$ cat config.mk
export PLATFORM = sky130hd
export DESIGN_NAME = png_chunk_deframer_core
export DESIGN_NICKNAME = d
export VERILOG_FILES = /design/src/rtl/pcd_pkg.sv /design/src/rtl/png_chunk_deframer_core.sv
export SDC_FILE = /design/constraint.sdc
export NUM_CORES = 1
export LEC_CHECK = 0
export CAP_MARGIN = 20
export CORE_MARGIN = 8
export CORE_UTILIZATION = 57
export DETAILED_ROUTE_END_ITERATION = 12
export DONT_BUFFER_PORTS = 1
export PLACE_DENSITY = 0.72
export SETUP_SLACK_MARGIN = 0.1
export SLEW_MARGIN = 20
export SYNTH_ARGS = -nofsm -noshare
export SYNTH_HDL_FRONTEND = slang
export SYNTH_SLANG_ARGS = --single-unit
export TNS_END_PERCENT = 100
$ cat constraint.sdc
create_clock -name clk -period 64.4 [get_ports clk]
set_input_delay 3.22 -clock clk [delete_from_list [all_inputs] [get_ports clk]]
set_output_delay 3.22 -clock clk [all_outputs]
set_load 0.02 [all_outputs]
$ cat src/rtl/pcd_pkg.sv
// pcd_pkg: shared types, codes and helper functions for the png chunk deframer
// no dependencies; imported by png_chunk_deframer_core
`default_nettype none

package pcd_pkg;

  // parser phases, one-hot
  typedef enum logic [6:0] {
    PH_SIG  = 7'b0000001,
    PH_LEN  = 7'b0000010,
    PH_TYPE = 7'b0000100,
    PH_DATA = 7'b0001000,
    PH_CRC  = 7'b0010000,
    PH_DONE = 7'b0100000,
    PH_HALT = 7'b1000000
  } phase_t;

  // result status codes
  localparam logic [1:0] ST_OK      = 2'd0;
  localparam logic [1:0] ST_BAD_SIG = 2'd1;
  localparam logic [1:0] ST_ZERO_LEN = 2'd2;
  localparam logic [1:0] ST_PAL_LEN = 2'd3;

  // chunk kind codes
  localparam logic [2:0] KIND_OTHER = 3'd0;
  localparam logic [2:0] KIND_IHDR  = 3'd1;
  localparam logic [2:0] KIND_PLTE  = 3'd2;
  localparam logic [2:0] KIND_IDAT  = 3'd3;
  localparam logic [2:0] KIND_IEND  = 3'd4;

  localparam logic [31:0] TYPE_IHDR = 32'h4948_4452;
  localparam logic [31:0] TYPE_PLTE = 32'h504C_5445;
  localparam logic [31:0] TYPE_IDAT = 32'h4944_4154;
  localparam logic [31:0] TYPE_IEND = 32'h4945_4E44;

  localparam int unsigned OUT_DATA_W = 224;

  // quotient digit and remainder of one base-256 step of a divide by three
  typedef struct packed {
    logic [7:0] q;
    logic [1:0] r;
  } div3_t;

  // file signature byte at a given position
  function automatic logic [7:0] sig_byte(input logic [2:0] idx);
    logic [7:0] b;
    case (idx)
      3'd0:    b = 8'h89;
      3'd1:    b = 8'h50;
      3'd2:    b = 8'h4E;
      3'd3:    b = 8'h47;
      3'd4:    b = 8'h0D;
      3'd5:    b = 8'h0A;
      3'd6:    b = 8'h1A;
      3'd7:    b = 8'h0A;
      default: b = 8'h00;
    endcase
    return b;
  endfunction

  function automatic logic [2:0] kind_of(input logic [31:0] t);
    logic [2:0] k;
    if (t == TYPE_IHDR)      k = KIND_IHDR;
    else if (t == TYPE_PLTE) k = KIND_PLTE;
    else if (t == TYPE_IDAT) k = KIND_IDAT;
    else if (t == TYPE_IEND) k = KIND_IEND;
    else                     k = KIND_OTHER;
    return k;
  endfunction

  // (rem * 256 + b) / 3 with rem < 3: value below 768, reciprocal 683 / 2048 is exact there
  function automatic div3_t div3_step(input logic [1:0] rem, input logic [7:0] b);
    logic [9:0]  x;
    logic [19:0] prod;
    logic [9:0]  back;
    div3_t       res;
    x     = {rem, b};
    prod  = {10'd0, x} * 20'd683;
    res.q = prod[18:11];
    back  = {2'd0, res.q} * 10'd3;
    res.r = 2'(x - back);
    return res;
  endfunction

endpackage

`default_nettype wire

$ cat src/rtl/png_chunk_deframer_core.sv
// png_chunk_deframer_core: byte-stream png chunk deframer, one byte per cycle while the result side takes its transfers
// depends on pcd_pkg
`default_nettype none

// channel   dir  ports                               transfer
// input     in   in_tvalid/in_tready/in_tdata/tuser  one file byte, tuser = start of file
// result    out  out_tvalid/out_tready/tdata/tuser   one chunk report (or signature error)
//
// every byte is captured in the input register, then the parser logic updates the
// state and may load the result register when the byte moves on out of that register
// throughput is one byte per cycle while the result side takes its transfers
// a stalled result holds the input register; an input byte is taken whenever
// that register is empty or moves on in the same cycle
// rst_n is synchronous, active low, and returns the parser to the signature phase;
// a byte with in_tuser high does the same before it is parsed

module png_chunk_deframer_core (
  input  wire logic                            clk,
  input  wire logic                            rst_n,
  input  wire logic                            in_tvalid,
  output      logic                            in_tready,
  input  wire logic [7:0]                      in_tdata,   // [7:0] data_byte
  input  wire logic                            in_tuser,   // [0] file_start
  output      logic                            out_tvalid,
  input  wire logic                            out_tready,
  // [31:0] chunk_length, [63:32] chunk_type, [95:64] chunk_crc,
  // [126:96] palette_entries, [158:127] image_width, [190:159] image_height,
  // [198:191] bit_depth, [206:199] colour_type, [214:207] filter_method,
  // [222:215] interlace_method, [223] zero
  output      logic [pcd_pkg::OUT_DATA_W-1:0]  out_tdata,
  output      logic [4:0]                      out_tuser   // [1:0] status, [4:2] chunk_kind
);
  import pcd_pkg::*;

  // input register
  logic       s1_valid_r;
  logic [7:0] s1_byte_r;
  logic       s1_start_r;
  logic       s1_go;

  // parser state
  phase_t      phase_r, phase_nxt, cur_phase;
  logic [31:0] cnt_r, cnt_nxt, cur_cnt, cnt_inc;
  logic [31:0] len_r, len_nxt, cur_len;
  logic [31:0] type_r, type_nxt, cur_type;
  logic [31:0] crc_r, crc_nxt, cur_crc;
  logic [31:0] quo_r, quo_nxt, cur_quo;     // running length / 3
  logic [1:0]  rem_r, rem_nxt, cur_rem;     // running length % 3
  logic        sig_ok_r, sig_ok_nxt, cur_sig_ok;
  logic [31:0] width_r, width_nxt, cur_width;
  logic [31:0] height_r, height_nxt, cur_height;
  logic [7:0]  depth_r, depth_nxt, cur_depth;
  logic [7:0]  ctype_r, ctype_nxt, cur_ctype;
  logic [7:0]  filt_r, filt_nxt, cur_filt;
  logic [7:0]  ilace_r, ilace_nxt, cur_ilace;
  div3_t       dstep;

  // result
  logic        emit;
  logic [1:0]  e_status;
  logic [2:0]  e_kind;
  logic [31:0] e_len, e_type, e_crc;
  logic [30:0] e_pal;
  logic        out_valid_r;
  logic [OUT_DATA_W-1:0] out_data_r;
  logic [4:0]  out_user_r;

  // input register moves on when the result register is free or being emptied
  assign s1_go     = s1_valid_r && (!out_valid_r || out_tready);
  assign in_tready = !s1_valid_r || s1_go;

  always_ff @(posedge clk) begin
    if (!rst_n) begin
      s1_valid_r <= 1'b0;
    end else if (in_tready) begin
      s1_valid_r <= in_tvalid;
    end
    if (in_tready && in_tvalid) begin
      s1_byte_r  <= in_tdata;
      s1_start_r <= in_tuser;
    end
  end

  // state as seen by this byte: a file start restarts from the reset values
  always_comb begin
    if (s1_start_r) begin
      cur_phase  = PH_SIG;
      cur_cnt    = '0;
      cur_len    = '0;
      cur_type   = '0;
      cur_crc    = '0;
      cur_quo    = '0;
      cur_rem    = '0;
      cur_sig_ok = 1'b1;
      cur_width  = '0;
      cur_height = '0;
      cur_depth  = '0;
      cur_ctype  = '0;
      cur_filt   = '0;
      cur_ilace  = '0;
    end else begin
      cur_phase  = phase_r;
      cur_cnt    = cnt_r;
      cur_len    = len_r;
      cur_type   = type_r;
      cur_crc    = crc_r;
      cur_quo    = quo_r;
      cur_rem    = rem_r;
      cur_sig_ok = sig_ok_r;
      cur_width  = width_r;
      cur_height = height_r;
      cur_depth  = depth_r;
      cur_ctype  = ctype_r;
      cur_filt   = filt_r;
      cur_ilace  = ilace_r;
    end
  end

  assign cnt_inc = cur_cnt + 32'd1;
  assign dstep   = div3_step(cur_rem, s1_byte_r);

  always_comb begin
    phase_nxt  = cur_phase;
    cnt_nxt    = cur_cnt;
    len_nxt    = cur_len;
    type_nxt   = cur_type;
    crc_nxt    = cur_crc;
    quo_nxt    = cur_quo;
    rem_nxt    = cur_rem;
    sig_ok_nxt = cur_sig_ok;
    width_nxt  = cur_width;
    height_nxt = cur_height;
    depth_nxt  = cur_depth;
    ctype_nxt  = cur_ctype;
    filt_nxt   = cur_filt;
    ilace_nxt  = cur_ilace;
    emit       = 1'b0;
    e_status   = ST_OK;
    e_kind     = KIND_OTHER;
    e_len      = '0;
    e_type     = '0;
    e_crc      = '0;
    e_pal      = '0;

    case (cur_phase)
      PH_SIG: begin
        if (s1_byte_r != sig_byte(cur_cnt[2:0])) sig_ok_nxt = 1'b0;
        cnt_nxt = cnt_inc;
        if (cur_cnt[2:0] == 3'd7) begin
          cnt_nxt   = '0;
          phase_nxt = PH_LEN;
          if (!sig_ok_nxt) begin
            emit     = 1'b1;
            e_status = ST_BAD_SIG;
          end
        end
      end
      PH_LEN: begin
        // length and its divide by three are built a byte at a time
        len_nxt = {cur_len[23:0], s1_byte_r};
        quo_nxt = {cur_quo[23:0], dstep.q};
        rem_nxt = dstep.r;
        cnt_nxt = cnt_inc;
        if (cur_cnt[1:0] == 2'd3) begin
          cnt_nxt   = '0;
          phase_nxt = PH_TYPE;
        end
      end
      PH_TYPE: begin
        type_nxt = {cur_type[23:0], s1_byte_r};
        cnt_nxt  = cnt_inc;
        if (cur_cnt[1:0] == 2'd3) begin
          cnt_nxt = '0;
          if (cur_len == '0 && type_nxt != TYPE_IEND) begin
            // empty chunk other than the end marker stops the parser
            phase_nxt = PH_HALT;
            emit      = 1'b1;
            e_status  = ST_ZERO_LEN;
            e_kind    = kind_of(type_nxt);
            e_type    = type_nxt;
          end else begin
            if (type_nxt == TYPE_IHDR) begin
              width_nxt  = '0;
              height_nxt = '0;
              depth_nxt  = '0;
              ctype_nxt  = '0;
              filt_nxt   = '0;
              ilace_nxt  = '0;
            end
            phase_nxt = (cur_len == '0) ? PH_CRC : PH_DATA;
          end
        end
      end
      PH_DATA: begin
        if (cur_type == TYPE_IHDR) begin
          if (cur_cnt < 32'd4)       width_nxt  = {cur_width[23:0], s1_byte_r};
          else if (cur_cnt < 32'd8)  height_nxt = {cur_height[23:0], s1_byte_r};
          else if (cur_cnt == 32'd8)  depth_nxt = s1_byte_r;
          else if (cur_cnt == 32'd9)  ctype_nxt = s1_byte_r;
          else if (cur_cnt == 32'd11) filt_nxt  = s1_byte_r;
          else if (cur_cnt == 32'd12) ilace_nxt = s1_byte_r;
        end
        cnt_nxt = cnt_inc;
        if (cnt_inc == cur_len) begin
          cnt_nxt   = '0;
          phase_nxt = PH_CRC;
        end
      end
      PH_CRC: begin
        crc_nxt = {cur_crc[23:0], s1_byte_r};
        cnt_nxt = cnt_inc;
        if (cur_cnt[1:0] == 2'd3) begin
          cnt_nxt = '0;
          emit    = 1'b1;
          e_kind  = kind_of(cur_type);
          e_len   = cur_len;
          e_type  = cur_type;
          e_crc   = crc_nxt;
          if (e_kind == KIND_PLTE) begin
            e_pal = cur_quo[30:0];
            if (cur_rem != 2'd0) e_status = ST_PAL_LEN;
          end
          phase_nxt = (e_kind == KIND_IEND) ? PH_DONE : PH_LEN;
          len_nxt   = '0;
          type_nxt  = '0;
          crc_nxt   = '0;
          quo_nxt   = '0;
          rem_nxt   = '0;
        end
      end
      default: begin
        // done or halted: bytes are dropped until the next file start
      end
    endcase
  end

  always_ff @(posedge clk) begin
    if (!rst_n) begin
      phase_r  <= PH_SIG;
      cnt_r    <= '0;
      len_r    <= '0;
      type_r   <= '0;
      crc_r    <= '0;
      quo_r    <= '0;
      rem_r    <= '0;
      sig_ok_r <= 1'b1;
      width_r  <= '0;
      height_r <= '0;
      depth_r  <= '0;
      ctype_r  <= '0;
      filt_r   <= '0;
      ilace_r  <= '0;
    end else if (s1_go) begin
      phase_r  <= phase_nxt;
      cnt_r    <= cnt_nxt;
      len_r    <= len_nxt;
      type_r   <= type_nxt;
      crc_r    <= crc_nxt;
      quo_r    <= quo_nxt;
      rem_r    <= rem_nxt;
      sig_ok_r <= sig_ok_nxt;
      width_r  <= width_nxt;
      height_r <= height_nxt;
      depth_r  <= depth_nxt;
      ctype_r  <= ctype_nxt;
      filt_r   <= filt_nxt;
      ilace_r  <= ilace_nxt;
    end
  end

  // result register; image fields are the values current at this byte
  always_ff @(posedge clk) begin
    if (!rst_n) begin
      out_valid_r <= 1'b0;
    end else if (s1_go && emit) begin
      out_valid_r <= 1'b1;
    end else if (out_tready) begin
      out_valid_r <= 1'b0;
    end
    if (s1_go && emit) begin
      out_data_r <= {1'b0, ilace_nxt, filt_nxt, ctype_nxt, depth_nxt,
                     height_nxt, width_nxt, e_pal, e_crc, e_type, e_len};
      out_user_r <= {e_kind, e_status};
    end
  end

  assign out_tvalid = out_valid_r;
  assign out_tdata  = out_data_r;
  assign out_tuser  = out_user_r;

endmodule

`default_nettype wire

# After elaboration in Yosys (flattened, before gate mapping)
# Memory sizes are Yosys's and may differ from the RTL's.
# Cells that the tools add are included.
totals:
  register_bits: 497
  romBits: 56
  input_bits: 13
  mem_count: 1
mem_list:
  columns: ["memory", "words", "width", "rd", "rd_ports_with_merged_regs", "write_ports", "line", "rtl"]
  rows:
  - ["(name not given)", 8, 7, 1, 0, 0, "pcd_pkg.sv:47", "case (idx)"]
op_classes:
  addsub: 2
  mul: 2
  n_lt_le_gt_ge: 2
  n_eq_ne: 24
  n_mux: 126
  reduce_logical: 14
op_table:
  columns: ["cell", "count"]
  rows:
  - ["$mux 32", 26]
  - ["$pmux 32 s2", 6]
  - ["$mux 8", 39]
  - ["$eq 32x31->1 const B", 8]
  - ["$eq 32x4->1 const B", 4]
  - ["$pmux 32 s3", 1]
  - ["$mux 24", 3]
  - ["$pmux 8 s2", 4]
  - ["$mux 7", 7]
  - ["$mux 3", 13]
  - ["$pmux 7 s5", 1]
  - ["$add 32x1->32 const B", 1]
  - ["$eq 32x32->1", 1]
  - ["$logic_not 32->1", 1]
  - ["$lt 32x3->1 const B", 1]
  - ["$lt 32x4->1 const B", 1]
  - ["$ne 32x31->1 const B", 1]
  - ["$mul 10x10->19 const B", 1]
  - ["$mux 2", 7]
  - ["$mux 1", 13]
  - ["$mul 8x2->2 const B", 1]
  - ["$ne 8x8->1", 1]
  - ["$eq 7x1->1 const B", 1]
  - ["$eq 7x2->1 const B", 1]
  - ["20 further kinds", 27]

# Depth between registers and ports, before layout
# Gate-level depths: netlist of the first run.
depth:
  word_depth: 12
  ltp_mapped: 27
  ltp_nobuf: 23

# Worst setup path after synthesis of the first run
# OpenSTA, ideal clock, no wires.
synth_path:
  kind: "input to register"
  startpoint: "in out_tready"
  endpoint: "reg out_data_r[0], in the netlist out_tdata[0] (enable)"
  setup_ps: 1183
  t_arrival_ps: 20447
  required_ps: 63217
  slack_ps: 42770
  path_stages: 5
  n_path_buf: 2
  path_cell_list: "nand2b_1 -> nand2_1 -> clkbuf_1 -> clkbuf_1 -> a221oi_1"
synth_between:
  elab_chain_cells: 3
synth_rtl:
  columns: ["element", "line", "rtl"]
  rows:
  - ["from (decl)", "png_chunk_deframer_core.sv:25", "input wire logic out_tready,"]
  - ["$logic_or 1x1->1", "png_chunk_deframer_core.sv:69", "assign s1_go = s1_valid_r && (!out_valid_r || out_tready);"]
  - ["$logic_and 1x1->1", "png_chunk_deframer_core.sv:69", null]
  - ["$logic_and 1x1->1", "png_chunk_deframer_core.sv:280", "if (s1_go && emit) begin"]
  - ["to (signal assigned)", "png_chunk_deframer_core.sv:281", "out_data_r <= {1'b0, ilace_nxt, filt_nxt, ctype_nxt, depth_nxt,"]
  - ["to (decl)", "png_chunk_deframer_core.sv:65", "logic [OUT_DATA_W-1:0] out_data_r;"]
# Every way passes these cells.
# A chain may end at the register's enable or synchronous reset.

# Worst setup path after layout of the first run
layout_path:
  startpoint: "in out_tready"
  endpoint: "out in_tready"
layout_between:
  elab_chain_cells: 3
layout_rtl:
  columns: ["element", "line", "rtl"]
  rows:
  - ["$logic_or 1x1->1", "png_chunk_deframer_core.sv:69", null]
  - ["$logic_and 1x1->1", "png_chunk_deframer_core.sv:69", null]
  - ["$logic_or 1x1->1", "png_chunk_deframer_core.sv:70", "assign in_tready = !s1_valid_r || s1_go;"]
  - ["to (decl)", "png_chunk_deframer_core.sv:21", "output logic in_tready,"]
# Every way passes these cells.

==> results_dict.tcl, run 1 <==
set metrics [dict create \
    synth_simple_gate_area_share_pct 17.39 \
    cts_hold_buffers 0 \
    ios 244 \
    syn-num-nets 2326 \
    grt_pass1_vias 16610 \
    switchingPower_mw 0.1791 \
    arrival_ns 3.60 \
    core_um2 39820 \
    clk_latency_ns 0.59 \
    chipHeight_um 217.0 \
    yosys_warnings 0 \
    layout.nets 2232 \
    overflow 0 \
    slowest_delay_ns 0.21 \
    synth_area_um2 23020 \
    hold_viol 0 \
    crit_path_start_kind "input port" \
    ir_drop_mv 0.02084 \
    synthToLayoutAreaGrowth_pct 8.187 \
    ys_ff_latch 496 \
    grt_pass1_wl_mm 102.0 \
    pwr-share-comb_pct 12.7 \
    num_vias 17650 \
    drt_iter0_markers 1937 \
    power.internal_mw 0.5270 \
    cp_top_family "simple AND/OR/NAND/NOR gates" \
    drive_gt1_share_pct 6.725 \
    status "finished clean" \
    htree_levels 2 \
    cp_num_buf_inv 0 \
    synthMuxAreaShare_pct 0.1359 \
    yosys.area_share.adder_pct 5.523 \
    finalWorstSetupSlack_ns 57.58 \
    power_leakage_nw 9.627 \
    cts.sinks 496 \
    grt_max_degree 168 \
    dp_cells 2604 \
    drtPass1Iterations 6 \
    dpl.hpwl_mm 45.38 \
    slew_violations 0 \
    grt_antenna_before_repair 0 \
    cp_cell_sequence "nor2b_1 -> nand2_1" \
    fmax_mhz 146.6 \
    viasPerCell 6.542 \
    required_ns 61.18 \
    max_cap_viol_count 0 \
    path_class "in -> out" \
    syn-mean-instance-area_um2 10.35 \
    root_buffer "clkbuf_16" \
    port_buffers 0 \
    min_period_ns 6.821 \
    post_cts_buffers 0 \
    finalSetupViolCount 0 \
    async_reset_ff_share_pct 0 \
    place_area_um2 23290 \
    synth_edf_count 237 \
    synth-compound-area-share_pct 16.76 \
    pre_cts_slack_ns 57.59 \
    netSwitchingFraction_pct 25.36 \
    rsz0062_at_grt "false" \
    cts_buffers 49 \
    skew_ns 0.02327 \
    synth_xor_area_share_pct 2.359 \
    final_cells 2697 \
    routed_wl_mm 67.39 \
    gp_congestion 0.9121 \
    critPathSlowestCell "nand2_1" \
    seq_area_frac_synth_pct 53.45 \
    r2r_setup_slack_ns 58.06 \
    cp_max_fo 3 \
    pwr-share-clk_pct 40.3 \
    die_width_um 217.0 \
    wl_per_cell_um 24.99 \
    fill_cells 3202 \
    post-route-drc-count 0 \
    drtAntennaViolNets 0 \
    cts_tree "yes" \
    fin_area_um2 24900 \
    ys.flop_type "dfxtp_1" \
    netlist_instances 2224 \
    power_frac_seq_pct 46.9 \
    synth_cell_types 83 \
    rows 73 \
    synth_top_family_by_area "simple AND/OR/NAND/NOR gates" \
    grt.total_usage_pct 27.33 \
    ctsResizeCount 0 \
    endpoint_kind "output pin" \
    path_clk_slew_ns 0.06 \
    powerDensity_nw_per_um2 28.36 \
    initial_core_util_pct 57.80 \
    cts_buffer_depth 3 \
    worst_slew_pin_slew_ns 1.110 \
    max-slew-margin-rel_pct 25.97 \
    min_path_type "reg -> reg" \
    die_area_um2 47070 \
    tns_ns 0 \
    min_period_over_period_pct 10.59 \
]
## synth_stat cells (all sizes together) (5+ instances only)
master	number	area share [%]
and4	13	0.49
a22o	98	3.7
nor2b	15	0.41
nand2b	21	0.60
nor2	267	4.4
a31oi	21	0.57
and4b	5	0.22
nor3	46	1.1
nand4	29	0.82
nor4b	9	0.34
fa	21	1.8
nor3b	6	0.20
dfxtp	259	23
or3	6	0.21
edfxtp	237	31
nand3	32	0.70
inv	67	1.1
ha	68	3.7
and3	108	2.9
nor4	39	1.3
buf	45	1.1
a311oi	12	0.46
nand2	168	2.8
a22oi	171	5.6
a21o	10	0.33
o21ai	70	1.5
a211oi	14	0.46
o211a	14	0.61
and2	11	0.30
xnor2	46	1.8
xor2	16	0.61
o211ai	10	0.33
clkbuf	131	2.1
a21oi	77	1.7
## layer usage
layer  up-vias  global-route usage, %  part of all wire [%]
li1       8030                      -                     -
met1      8707                  36.82                    43
met2       772                  44.26                    47
met3       136                  4.175                   6.5
met4         0                  10.55                   3.4
met5         -                      0                     0
## final cells by class
class	count	area, um2	share of cell area [%]
clock buffer	66	1341	5.386
sequential	496	12300	49.40
tap	525	656.9	2.638
inverter	69	264.0	1.060
clock inverter	26	265.3	1.065
multi-input combinational	1483	9824	39.45
antenna	1	2.502	0.01005
timing repair buffer	31	245.2	0.9848
## worst paths after layout
check,cells after the start,to,startpoint
max,2,in_tready,out_tready
min,2,filt_r[2],filt_r[2]
max reg2reg,14,out_tdata[192],s1_start_r
min reg2reg,2,filt_r[2],filt_r[2]
## placed cells by master, fill, tap and decap left out, types with 66 or more instances in the layout
cell      Yosys  layout
a21oi_1      75      75
a22o_1       98      98
a22oi_1     171     171
and3_1      108     108
dfxtp_1     259     259
edfxtp_1    237     237
ha_1         68      67
inv_1        66      66
nand2_1     167     166
nor2_1      266     263
o21ai_0      68      68
## power groups by stage
stage	sequential [mW]	clock (mW)	combinational [mW]
2_1_floorplan	0.338	0	0.0666
3_3_place_gp	0.338	0	0.0852
3_5_place_dp	0.338	0	0.0872
4_1_cts	0.331	0.288	0.0886
5_1_grt	0.331	0.300	0.0992
6_report	0.331	0.285	0.0899
## sequential cells by signal (all words and copies together), names as in the netlist, 24 cells and up
name	flops
out_tdata	223
type_r	32
cnt_r	32
crc_r	24
len_r	32
width_r	32
quo_r	31
height_r	32
## cells by family (layout without fill, tap and decap cells)
family | count (synthesis) | in the layout
buf+inv | 245 | 192
simple gates | 793 | 793
xor+xnor | 62 | 62
mux | 3 | 3
compound gates | 535 | 535
fa+ha+maj | 89 | 89
flops | 496 | 496
other cells | 1 | 2
## stage by stage
step / util (%) / hold slack [ns] / total power [mW]
after floorplan: - / 0.4249 / 0.4043
after global placement: 58.46 / 0.4422 / 0.4233
after detailed placement: 58.49 / 0.4523 / 0.4253
after CTS: 62.52 / 0.4603 / 0.7083
after global routing: 62.52 / 0.4859 / 0.7310
final: 62.53 / 0.4549 / 0.7061
## worst register-to-register path, stage by stage, from the launching register on
cell	delay, ns
edfxtp_1	0.35
buf_4	0.29
inv_1	0.42
buf_4	0.38
nand2_1	0.23
inv_1	0.18
ha_2	0.19
buf_4	0.54
inv_1	0.47
nor2_4	0.19
buf_4	0.57
nor2_1	0.18
a221oi_4	0.32
buf_12	0.52
buf_4	1.09
No activity file was read; power rests on OpenSTA's default activity.
==> inputs of run 2 (changes only) <==
- clock period: 64.4 -> 6.78 ns (I/O delays scaled with it)
==> run 2 against run 1 <==
  * Combinational power increased to 9.4 times the previous value
  * Global-route usage rose by 0.49 points
  * Worst setup slack worse by 57 ns
  * Count of clock-buffer cells in the layout up 2
  * Flip-flop and latch count unchanged
  * Clock skew shrank 0.0074 ns
  * Design area grew 1.1%
  * Largest power group unchanged
  * Clock power grew to 9.9 times the previous value
  * Worst hold slack worse by 0.41 ns
  * Sequential power grew to 9.5 times the previous value
  * Cell count up 0.52%
  * Utilization rose by 0.68 points
==> results_dict.tcl, run 2 (same netlist as run 1, synthesis figures left out) <==
set metrics [dict create \
    cts_buffers 50 \
    initial_core_util_pct 57.80 \
    rsz0062_at_grt "false" \
    clk_latency_ns 0.59 \
    hold_viol 0 \
    place_area_um2 23310 \
    fin_area_um2 25170 \
    ir_drop_mv 0.1718 \
    cp_max_fo 13 \
    min_path_type "in -> reg" \
    ios 244 \
    routed_wl_mm 67.85 \
    cts.sinks 496 \
    cts_hold_buffers 13 \
    layout.nets 2246 \
    power_leakage_nw 9.738 \
    drt_iter0_markers 2182 \
    path_class "reg -> reg" \
    drtAntennaViolNets 0 \
    synthToLayoutAreaGrowth_pct 9.355 \
    endpoint_kind "register" \
    viasPerCell 6.523 \
    die_area_um2 47070 \
    root_buffer "clkbuf_16" \
    drive_gt1_share_pct 7.045 \
    wl_per_cell_um 25.03 \
    powerDensity_nw_per_um2 270.7 \
    ff2ff_path_depth 20 \
    grt_antenna_before_repair 1 \
    num_vias 17680 \
    grt.total_usage_pct 27.82 \
    power.total_mw 6.814 \
    rows 73 \
    max_cap_viol_count 0 \
    drtPass1Iterations 6 \
    min_path_cells 2 \
    slew_violations 0 \
    path_clk_slew_ns 0.06 \
    fmax_mhz 174.0 \
    htree_levels 2 \
    final_common_cell "nor2_1" \
    final_util_pct 63.21 \
    final_cells 2711 \
    worst_slew_pin_slew_ns 1.099 \
    core_um2 39820 \
    cts_tree "yes" \
    most-common-layout-cells "nor2_1 (262), dfxtp_1 (259), edfxtp_1 (237)" \
    skew_ns 0.01589 \
    dp_cells 2603 \
    min_period_ns 5.748 \
    grt_pass1_vias 16790 \
    status "finished clean" \
    dpl.hpwl_mm 46.06 \
    max-slew-margin-rel_pct 26.73 \
    ctsResizeCount 0 \
    min_period_over_period_pct 84.78 \
    finalSetupViolCount 0 \
    tns_ns 0 \
    post-route-drc-count 0 \
    crit_path_start_kind "register" \
    post_cts_buffers 0 \
    overflow 0 \
    arrival_ns 6.24 \
    cts_buffer_depth 3 \
    grt_pass1_wl_mm 103.6 \
    chipHeight_um 217.0 \
    die_width_um 217.0 \
    required_ns 7.28 \
    grt_max_degree 146 \
    port_buffers 0 \
    num_antenna_cells 0 \
    largest_register_ffs 223 \
    gp_congestion 0.9657 \
]
run 2: cell types whose count changed in the layout (fill, tap and decap cells not counted), sizes merged:
cell         before  now
diode             1    0
clkbuf           66   68
dlygate4sd3       0   12
inv              68   67
buf              31   32
clkinvlp          5    4
bufinv            4    6
run 2: cell type report:
type	count	area, um2
Fill cell	3198	14650
Sequential cell	496	12300
Multi-Input combinational cell	1483	9848
Clock buffer	68	1380
Tap cell	525	656.9
Timing Repair Buffer	44	409.1
Clock inverter	26	307.8
Inverter	69	266.5
run 2: worst paths after layout:
path | start | end | slack, ns
worst min-delay path | rst_n | filt_r[4] | 0.04
worst max-delay path | s1_byte_r[6] | rem_r[1] | 1.03
worst min register to register | filt_r[4] | filt_r[4] | 0.46
worst max register to register | s1_byte_r[6] | rem_r[1] | 1.03
run 2: critical path, stage by stage, from the launching register on:
cell and delay (ns):
edfxtp_1 0.88, ha_1 0.40, ha_1 0.31, ha_1 0.30, fa_1 0.54, inv_1 0.05, fa_1 0.49, inv_1 0.04
ha_1 0.30, a21o_1 0.16, a211oi_1 0.25, a21oi_1 0.15, a21oi_1 0.25, xnor2_1 0.22, ha_1 0.32, ha_1 0.20
nor2_1 0.12, xor2_1 0.19, xnor2_1 0.16, xnor2_1 0.09, o21ai_0 0.21
run 2: metrics by stage:
stage	hold slack (ns)	worst slack [ns]
detailed placement	0.4384	1.207
floorplan	0.4249	-1.419
CTS	0.01606	1.096
finish	0.04147	1.032
global route	0.03133	0.8357
global placement	0.4384	1.319
run 2: power breakdown:
part / total, mW / internal, mW / switching (mW)
clock network: 2.82 / 1.66 / 1.16
logic: 0.844 / 0.332 / 0.512
registers: 3.15 / 3.13 / 0.0208
total: 6.81 / 5.12 / 1.69
run 2: per-layer routing:
| metal | vias up | global-route usage [%] | wire length [um] |
|---|---|---|---|
| met5 | - | 0 | 9 |
| met4 | 2 | 10.44 | 2363 |
| met3 | 144 | 4.175 | 4337 |
| met2 | 768 | 45.32 | 32580 |
| met1 | 8710 | 37.42 | 28560 |
| li1 | 8060 | - | - |
